File: config.mk
export PLATFORM = sky130hd
export DESIGN_NAME = nsc_mac
export DESIGN_NICKNAME = d
export VERILOG_FILES = /design/src/hdl/nsc_pkg.sv /design/src/hdl/nsc_mac.sv
export SDC_FILE = /design/constraint.sdc
export NUM_CORES = 2
export LEC_CHECK = 0
export ABC_AREA = 1
export BUFFER_PORTS_ARGS = -buffer_cell sky130_fd_sc_hd__buf_2
export CAP_MARGIN = 20
export CELL_PAD_IN_SITES_DETAIL_PLACEMENT = 1
export CELL_PAD_IN_SITES_GLOBAL_PLACEMENT = 1
export CORE_MARGIN = 2
export CORE_UTILIZATION = 55
export CTS_CLUSTER_SIZE = 14
export DETAILED_ROUTE_END_ITERATION = 6
export HOLD_SLACK_MARGIN = 0.15
export PLACE_DENSITY_LB_ADDON = 0.1
export SYNTH_ARGS = -nofsm -noshare
export SYNTH_HDL_FRONTEND = slang
export SYNTH_SLANG_ARGS = --single-unit
File: constraint.sdc
create_clock -name clk -period 14.5 [get_ports clk]
set_clock_uncertainty 0.15 [all_clocks]
set_input_delay 4.35 -clock clk [delete_from_list [all_inputs] [get_ports clk]]
set_output_delay 4.35 -clock clk [all_outputs]
set_load 0.05 [all_outputs]
File: src/hdl/nsc_pkg.sv
`default_nettype none

package nsc_pkg;

	localparam int CFG_IDX_W = 4;
	localparam int CFG_DATA_W = 16;
	localparam int SAMPLE_W = 16;
	localparam int CORR_OUT_W = 38;
	localparam int ENERGY_OUT_W = 37;
	localparam int NORM_W = 16;
	localparam int TAP_INDEX_W = 6;

	localparam logic [CFG_IDX_W-1:0] CFG_TAP_INDEX = 4'd0;
	localparam logic [CFG_IDX_W-1:0] CFG_TAP_VALUE = 4'd1;

	typedef struct packed {
		logic busy;
		logic done;
	} mac_stat_t;

endpackage

`default_nettype wire

File: src/hdl/nsc_mac.sv
`default_nettype none

module nsc_mac #(
	parameter int LENGTH = 64
) (
	input  wire                                 clk,
	input  wire                                 arst_n,
	input  wire                                 start,
	input  wire logic signed [15:0]             sample_in,
	input  wire                                 cfg_we,
	input  wire logic [nsc_pkg::CFG_IDX_W-1:0]  cfg_index,
	input  wire logic [nsc_pkg::CFG_DATA_W-1:0] cfg_data,
	output nsc_pkg::mac_stat_t                  stat,
	output logic signed [35+$clog2(LENGTH+1)-1:0] corr,
	output logic [34+$clog2(LENGTH+1)-1:0]      energy,
	output logic [34+$clog2(LENGTH+1)-1:0]      tap_energy
);

	localparam int AW = (LENGTH > 1) ? $clog2(LENGTH) : 1;
	localparam int IW = $clog2(LENGTH + 1);
	localparam int CW = 35 + $clog2(LENGTH + 1);
	localparam int EW = CW - 1;
	localparam int TW = nsc_pkg::TAP_INDEX_W;

	typedef enum logic [4:0] {
		MS_IDLE  = 5'b00001,
		MS_SWEEP = 5'b00010,
		MS_STORE = 5'b00100,
		MS_TMUL  = 5'b01000,
		MS_TACC  = 5'b10000
	} mac_state_t;

	mac_state_t state_q;

	logic signed [15:0] win_mem [LENGTH];
	logic signed [15:0] tap_mem [LENGTH];
	logic [LENGTH-1:0]  win_vld_q, tap_vld_q;
	logic signed [15:0] win_rd_q, tap_rd_q;
	logic               win_vr_q, tap_vr_q;

	logic [AW-1:0]      ptr_q;
	logic [IW-1:0]      cnt_q;
	logic               s1_q, s2_q;
	logic [TW-1:0]      tap_index_q;
	logic signed [15:0] tap_new_q;
	logic signed [15:0] sample_q;
	logic signed [CW-1:0] acc_c_q;
	logic [EW-1:0]      acc_e_q;
	logic [EW-1:0]      tap_energy_q;
	logic signed [33:0] prod_c_s2;
	logic signed [31:0] prod_e_s2;

	logic [AW+TW-1:0]   tix_ext;
	logic [AW-1:0]      tix, tap_addr, win_addr;
	logic [AW:0]        wsum;
	logic               issue, tap_in_range, tap_write_req;
	logic signed [15:0] w, t, old_tap;
	logic signed [16:0] ma, mb;

	assign tix_ext = {{AW{1'b0}}, tap_index_q};
	assign tix = tix_ext[AW-1:0];
	assign tap_in_range = int'(tap_index_q) < LENGTH;
	assign tap_write_req = cfg_we && (cfg_index == nsc_pkg::CFG_TAP_VALUE) && tap_in_range;
	assign issue = (state_q == MS_SWEEP) && (cnt_q != IW'(LENGTH));

	// oldest sample sits at the write pointer
	assign wsum = {1'b0, ptr_q} + {1'b0, cnt_q[AW-1:0]};
	assign win_addr = (wsum >= (AW+1)'(LENGTH)) ? AW'(wsum - (AW+1)'(LENGTH)) : wsum[AW-1:0];
	assign tap_addr = (state_q == MS_SWEEP) ? cnt_q[AW-1:0] : tix;

	assign w = win_vr_q ? win_rd_q : 16'sd0;
	assign t = tap_vr_q ? tap_rd_q : 16'sd0;
	assign old_tap = tap_vr_q ? tap_rd_q : 16'sd0;

	always_comb begin
		if (state_q == MS_TMUL) begin
			// new^2 - old^2 as one product
			ma = {tap_new_q[15], tap_new_q} - {old_tap[15], old_tap};
			mb = {tap_new_q[15], tap_new_q} + {old_tap[15], old_tap};
		end else begin
			ma = {w[15], w};
			mb = {t[15], t};
		end
	end

	always_ff @(posedge clk) begin
		if (state_q == MS_STORE) begin
			win_mem[ptr_q] <= sample_q;
		end
		win_rd_q <= win_mem[win_addr];
		if (state_q == MS_TMUL) begin
			tap_mem[tix] <= tap_new_q;
		end
		tap_rd_q <= tap_mem[tap_addr];
		prod_c_s2 <= ma * mb;
		prod_e_s2 <= w * w;
		if (start) begin
			sample_q <= sample_in;
		end
		if (cfg_we && (cfg_index == nsc_pkg::CFG_TAP_VALUE)) begin
			tap_new_q <= $signed(cfg_data);
		end
	end

	always_ff @(posedge clk or negedge arst_n) begin
		if (!arst_n) begin
			state_q <= MS_IDLE;
			win_vld_q <= '0;
			tap_vld_q <= '0;
			win_vr_q <= 1'b0;
			tap_vr_q <= 1'b0;
			ptr_q <= '0;
			cnt_q <= '0;
			s1_q <= 1'b0;
			s2_q <= 1'b0;
			tap_index_q <= '0;
			acc_c_q <= '0;
			acc_e_q <= '0;
			tap_energy_q <= '0;
		end else begin
			win_vr_q <= win_vld_q[win_addr];
			tap_vr_q <= tap_vld_q[tap_addr];
			s1_q <= issue;
			s2_q <= s1_q;
			if (cfg_we && (cfg_index == nsc_pkg::CFG_TAP_INDEX)) begin
				tap_index_q <= cfg_data[TW-1:0];
			end
			case (state_q)
				MS_IDLE: begin
					if (start) begin
						cnt_q <= '0;
						acc_c_q <= '0;
						acc_e_q <= '0;
						state_q <= MS_SWEEP;
					end else if (tap_write_req) begin
						state_q <= MS_TMUL;
					end
				end
				MS_SWEEP: begin
					if (issue) begin
						cnt_q <= cnt_q + IW'(1);
					end
					if (s2_q) begin
						acc_c_q <= acc_c_q + {{(CW-34){prod_c_s2[33]}}, prod_c_s2};
						acc_e_q <= acc_e_q + {{(EW-32){prod_e_s2[31]}}, prod_e_s2};
					end
					if (!issue && !s1_q && !s2_q) begin
						state_q <= MS_STORE;
					end
				end
				MS_STORE: begin
					win_vld_q[ptr_q] <= 1'b1;
					ptr_q <= (ptr_q == AW'(LENGTH - 1)) ? '0 : ptr_q + AW'(1);
					state_q <= MS_IDLE;
				end
				MS_TMUL: begin
					tap_vld_q[tix] <= 1'b1;
					state_q <= MS_TACC;
				end
				MS_TACC: begin
					tap_energy_q <= tap_energy_q + {{(EW-34){prod_c_s2[33]}}, prod_c_s2};
					state_q <= MS_IDLE;
				end
				default: begin
					state_q <= MS_IDLE;
				end
			endcase
		end
	end

	assign stat.busy = (state_q != MS_IDLE);
	assign stat.done = (state_q == MS_STORE);
	assign corr = acc_c_q;
	assign energy = acc_e_q;
	assign tap_energy = tap_energy_q;

endmodule

`default_nettype wire

### Yosys cells after proc, flatten, opt, wreduce, memory -nomap -nowiden

Memory sizes are Yosys's and may differ from the RTL's. A register that Yosys moved wholly into a read port is not among the register bits.
Index checks and enable logic that the tools add are counted.

| storage, ports and cells | value |
|---|---|
| bits in registers | 378 |
| bits in writable memories | 2048 |
| bits of input ports | 40 |
| word-level logic and storage cells | 100 |
| memories | 2 |

Memories:

| memory | depth | bits a word | read ports | clocked after memory_dff | wr ports | line | text |
|---|---|---|---|---|---|---|---|
| tap_mem | 64 | 16 | 1 | 1 | 1 | nsc_mac.sv:36 | `logic signed [15:0] tap_mem [LENGTH];` |
| win_mem | 64 | 16 | 1 | 1 | 1 | nsc_mac.sv:35 | `logic signed [15:0] win_mem [LENGTH];` |

| cells by class | value |
|---|---|
| add/sub/neg operators | 9 |
| multipliers | 2 |
| magnitude comparators | 7 |
| equality and inequality tests | 14 |
| multiplexer cells | 32 |
| bitwise operators | 2 |
| reductions and logical operators | 15 |

Operators with widths:

| kind | number |
|---|---|
| $or A64 B64 Y64 | 2 |
| $mux W42 | 2 |
| $pmux W42 S2 | 1 |
| $add A41 B41 Y41 | 2 |
| $mux W41 | 2 |
| $pmux W41 S2 | 1 |
| $add A42 B42 Y42 | 1 |
| $mul A17 B17 Y34 | 1 |
| $mux W17 | 2 |
| $mul A16 B16 Y32 | 1 |
| $mux W16 | 2 |
| $lt A6 B7 Y1 const B | 4 |
| $mux W6 | 3 |
| $add A16 B16 Y17 | 1 |
| $sub A16 B16 Y17 | 1 |
| $mux W5 | 3 |
| $pmux W5 S3 | 1 |
| $mux W7 | 2 |
| $pmux W7 S2 | 1 |
| $bmux W1 S6 | 2 |
| $demux W1 S6 | 2 |
| $ge A6 B1 Y1 const B | 2 |
| $mux W1 | 8 |
| $add A6 B6 Y7 | 1 |
| other kinds (22) | 33 |

### Depth between registers and ports, before layout

| depth | value |
|---|---|
| word-level depth | 7 |
| depth in mapped cells | 45 |
| gate-level depth less buffers | 42 |

### Least setup slack after synthesis

OpenSTA, ideal clock, no wires.

| path | value |
|---|---|
| path kind | register to register |
| from | register tap_new_q[0] |
| to | register prod_c_s2[30] |
| data arrival time | 7472 ps |
| setup slack | 6766 ps |
| stages on the path, launching flop included | 38 |
| path buffers | 1 |
| path through | edfxtp_1 > ha_1 > inv_1 > fa_1 > o21ai_0 > nand2_1 > nand2_1 > nand2_1 > nand2_1 > nand2_1 > nand2_1 > xor2_1 > o21ai_1 > buf_2 > nand2_1 > fa_1 > inv_1 > fa_1 > [... 2 more ...] > inv_1 > fa_1 > fa_1 > inv_1 > fa_1 > inv_1 > ha_1 > nand2_1 > inv_1 > nand2_1 > nor3_1 > nand3_1 > nand3_1 > nand2_1 > o211ai_1 > nand2_1 > nand3_1 > nand2_1 |

| on the way | value |
|---|---|
| cells in the longest elaborated chain, start to end | 3 |
| elaborated cells on any way between the ends | 5 |
| those cells by class | add/sub (2); mul (1); mux (2) |

Ends and longest elaborated chain:

| item | line | text |
|---|---|---|
| start: declaration | nsc_mac.sv:45 | `logic signed [15:0] tap_new_q;` |
| start signal: assignment | nsc_mac.sv:101 | `tap_new_q <= $signed(cfg_data);` |
| $sub A16 B16 Y17 or $add A16 B16 Y17 (tied branches) | nsc_mac.sv:78, nsc_mac.sv:79 |  |
| $mux W17 | nsc_mac.sv:76 | `if (state_q == MS_TMUL) begin` |
| $mul A17 B17 Y34 (*) | nsc_mac.sv:95 | `prod_c_s2 <= ma * mb;` |
| end signal: assignment | nsc_mac.sv:95 |  |
| end: declaration | nsc_mac.sv:50 | `logic signed [33:0] prod_c_s2;` |

Mark *: on every way between the ends. The rest lies on a longest branch, timed or not.
A chain may end at the register's enable or synchronous reset.

### Worst setup path in the final report

| path | value |
|---|---|
| from | register tap_new_q[4] |
| to | register prod_c_s2[33] |

The elaborated chain is that of the path after synthesis.

==> metrics.md <==
| Metric | Value |
|---|---|
| Status | `complete, no violations` |
| Max-cap violations | `0` |
| Hold buffers post-CTS | `0` |
| Number of core rows | `178` |
| Clock slew seen by the registers of the worst setup and hold paths | `about 0.06 ns` |
| Largest net degree at the start of global routing | `203` |
| Number of global-route vias before repair | `109k` |
| Fin cells | `16.6k` |
| Clock power frac | `a little under a fifth` |
| Clk_lat worst skew | `between 0.9 and 1 ns` |
| Sw Pwr | `18.6 mW` |
| Post-CTS Resized | `0` |
| Post-route setup slack | `between 5 and 6 ns` |
| Synth top area cells | `edfxtp_1, fa_1, nand2_1` |
| Reg-to-Reg Start | `tap_new_q[4]` |
| Bufs on Longest Clock Path | `4` |
| EDFF count, synth | `2080` |
| Syn nets | `14.0k` |
| Critical path class | `flop to flop` |
| Seq pwr share | `between 20% and 30%` |
| Ports | `166` |
| Worst hold slack | `0.229 ns` |
| Max-slew headroom | `between 20% and 30%` |
| Minimum clock period | `9.02 ns` |
| Synthesized instance count | `13.1k` |
| GPL Wtd Cong | `0.935` |
| Syn Std Cell Area | `~130000 um^2` |
| Hold/Removal Path Class | `flop to flop` |
| Die Span Y | `489 um` |
| Die ar. | `around 240000 um^2` |
| Pwr per Cell Area | `~270 nW/um^2` |
| CTS Buf Count | `around 280` |
| GRT Resource Usage Total | `38.1%` |
| Post-DRT Antenna Nets | `0` |
| Sink Count | `2457` |
| Flops & latches, synth | `approximately 2.5k` |
| Most frequent CP cell | `inv_1` |
| FFs w/ async S/R, synth | `a little under an eighth` |
| Final Max Tran Viols | `0` |
| Setup TNS | `0 ns` |
| Nets | `14.1k` |
| Vias | `101k` |
| Chip width | `roughly 500 um` |
| Syn_area_per_cell | `about 9.9 um^2` |
| Critical path endpoint category | `flop` |
| RSZ-0062 raised after global routing | `false` |
| Drt total wl | `460000 um` |
| Sequential share of the synthesized area | `55.2%` |
| Initial antenna violation count | `17` |
| Crit. Startpoint | `tap_new_q[4]` |
| Setup slack, reg-to-reg | `5.48 ns` |
| Yosys top cell area share | `48.3%` |
| Remaining DRCs | `0` |
| Post-synth top flop | `edfxtp_1` |
| Worst path slowest cell | `buf_4` |
| Synth unique cells | `between 50 and 60` |
| Crit-path max cell delay | `0.82 ns` |
| Initial DRC count | `10.6k` |
| Clock tree from TritonCTS | `done` |
| Int Power | `19.4 mW` |
| Fin area | `143000 um^2` |
| Fin util | `between 60% and 70%` |
| Final setup violation count | `0` |
| Router iterations before antenna repair | `6` |
| Critical Path Fanout Max | `65` |
| Startpoint types | `flop` |
| Placed cell area | `134000 um^2` |
| Sw Ratio | `48.9%` |
| HPWL Detailed | `294000 um` |
| Warnings from Yosys | `0` |
| Starting Density | `55.2%` |
| CP required | `15.12 ns` |
| Core box area | `about 230000 um^2` |
| Worst-margin pin slew | `approximately 1.2 ns` |
| Root Driver | `clkbuf_16` |
| Number of buffers added on ports | `165` |
| Cell count after placement | `16.1k` |
| Share of layout cells above drive strength 1 | `between 6 and 7%` |
| CP arrival | `a little under 10 ns` |
| Hold Startpoint | `s1_q` |
| Pleak | `60.2 nW` |
| GRT overflow | `0` |
| Drt wl/cell | `27.8 um` |
| H-Tree Depth | `5` |
| Comb power frac | `58.9%` |
| Setup Buffers After CTS | `0` |
| Via density | `6.13` |
| Worst vdd ir | `0.442 mV` |
| Period utilization | `62.2%` |
| Area delta synth->final | `10.5%` |
| Overall Power | `between 30 and 40 mW` |
| Place WS | `~5.6 ns` |
| First-pass GRT wire length | `681000 um` |
| Fmax | `0.111 GHz` |
| Final Hold Fails | `0` |
| Dominant cell type by area after synthesis | `edfxtp_1` |
worst max-delay path: cells and delay by family, from the launching register on:
family	cells	cell delay [ns]
XOR/XNOR	1	0.15
adder cells (fa/ha/maj)	8	3.97
AO/OA/AOI/OAI	6	1.26
AND/OR/NAND/NOR	5	0.88
flip-flops	1	0.37
buffers and inverters	9	2.07
synth_stat cells (3+ instances only):
cell	n
o22ai_1	64
nand3_1	1406
clkinv_1	8
o21a_1	10
fa_1	539
buf_2	215
and3_1	5
nor2_1	1270
nand4_1	52
clkbuf_1	300
inv_1	2076
xor2_1	68
nand3b_1	6
a31oi_1	22
o21ai_0	932
o21bai_1	28
xnor2_1	53
buf_4	9
nand2_2	3
a21boi_0	15
inv_2	14
nor4_1	13
o211ai_1	39
o221ai_1	177
dfxtp_1	97
buf_1	45
a21o_1	21
a21oi_1	341
o21ai_2	12
ha_1	329
nand2_1	2382
nor3_1	53
a22o_1	4
o21ai_1	41
or2_2	43
o31ai_1	4
edfxtp_1	2080
dfrtp_1	279
power by group through the flow:
stage	Combinational (mW)	Clock (mW)	Sequential [mW]
finish	22.4	7.13	8.51
global route	24.7	7.38	8.52
CTS	22.2	7.15	8.50
floorplan	14.7	0	8.76
detailed placement	21.8	0	8.64
global placement	20.6	0	8.63
state kept, by name, indices dropped and copies added, names as in the netlist:
name         count
tap_new_q       16
energy          41
tap_energy      41
ptr_q            6
state_q          5
win_rd_q        16
corr            42
prod_c_s2       34
cnt_q            7
s2_q             1
tap_vld_q       64
win_vld_q       64
tap_index_q      6
tap_mem       1024
win_vr_q         1
win_mem       1024
s1_q             1
tap_rd_q        16
tap_vr_q         1
sample_q        16
prod_e_s2       31
routing by layer:
metal | share of wire (%) | wire, um | global-route usage [%]
met1 | 38 | 176000 | 48.9
met2 | 48 | 221000 | 62.9
met3 | 8.3 | 38300 | 6.11
met4 | 5.3 | 24200 | 19.2
met5 | 0.014 | 65 | 0
placed cells by master (no fill, tap or decap), types with 43 or more instances in the layout:
| cell type | n |
|---|---|
| inv_1 | 2074 |
| clkbuf_1 | 55 |
| clkinv_1 | 48 |
| dfrtp_1 | 279 |
| clkbuf_16 | 287 |
| nand4_1 | 52 |
| o22ai_1 | 64 |
| buf_2 | 164 |
| nand2_1 | 2380 |
| ha_1 | 328 |
| buf_4 | 230 |
| dfxtp_1 | 97 |
| nand3_1 | 1405 |
| xnor2_1 | 52 |
| or2_2 | 43 |
| o21ai_0 | 931 |
| xor2_1 | 66 |
| nor3_1 | 52 |
| a21oi_1 | 341 |
| nor2_1 | 1259 |
| fa_1 | 538 |
| edfxtp_1 | 2080 |
| o221ai_1 | 177 |
final timing paths:
check                      depth (start not counted)       endpoint
min                                                0           s2_q
min in group asynchronous                          1     energy[35]
max in group asynchronous                          3   win_vld_q[4]
min reg2reg                                        0           s2_q
max                                               29  prod_c_s2[33]
max reg2reg                                       29  prod_c_s2[33]
cell type report:
class / instances / area [um^2]
sequential: 2457 / 71400
inverter: 2098 / 7900
timing repair buffer: 411 / 2860
tap: 3150 / 3940
clock inverter: 129 / 1380
fill: 25400 / 91600
multi-input combinational: 7951 / 47800
clock buffer: 358 / 7610
antenna: 8 / 20.0
cells by family (layout without fill, tap and decap cells):
logic type / count (synthesis) / after routing / synth area share (%)
AO/OA/AOI/OAI: 1717 / 1717 / 7.54
XOR/XNOR: 121 / 121 / 0.819
adder cells (fa/ha/maj): 868 / 868 / 11.5
buffers and inverters: 2669 / 2996 / 7.99
flip-flops: 2457 / 2457 / 55.2
other: 0 / 8 / 0
AND/OR/NAND/NOR: 5245 / 5245 / 16.9
No activity file was read; power rests on OpenSTA's default activity.
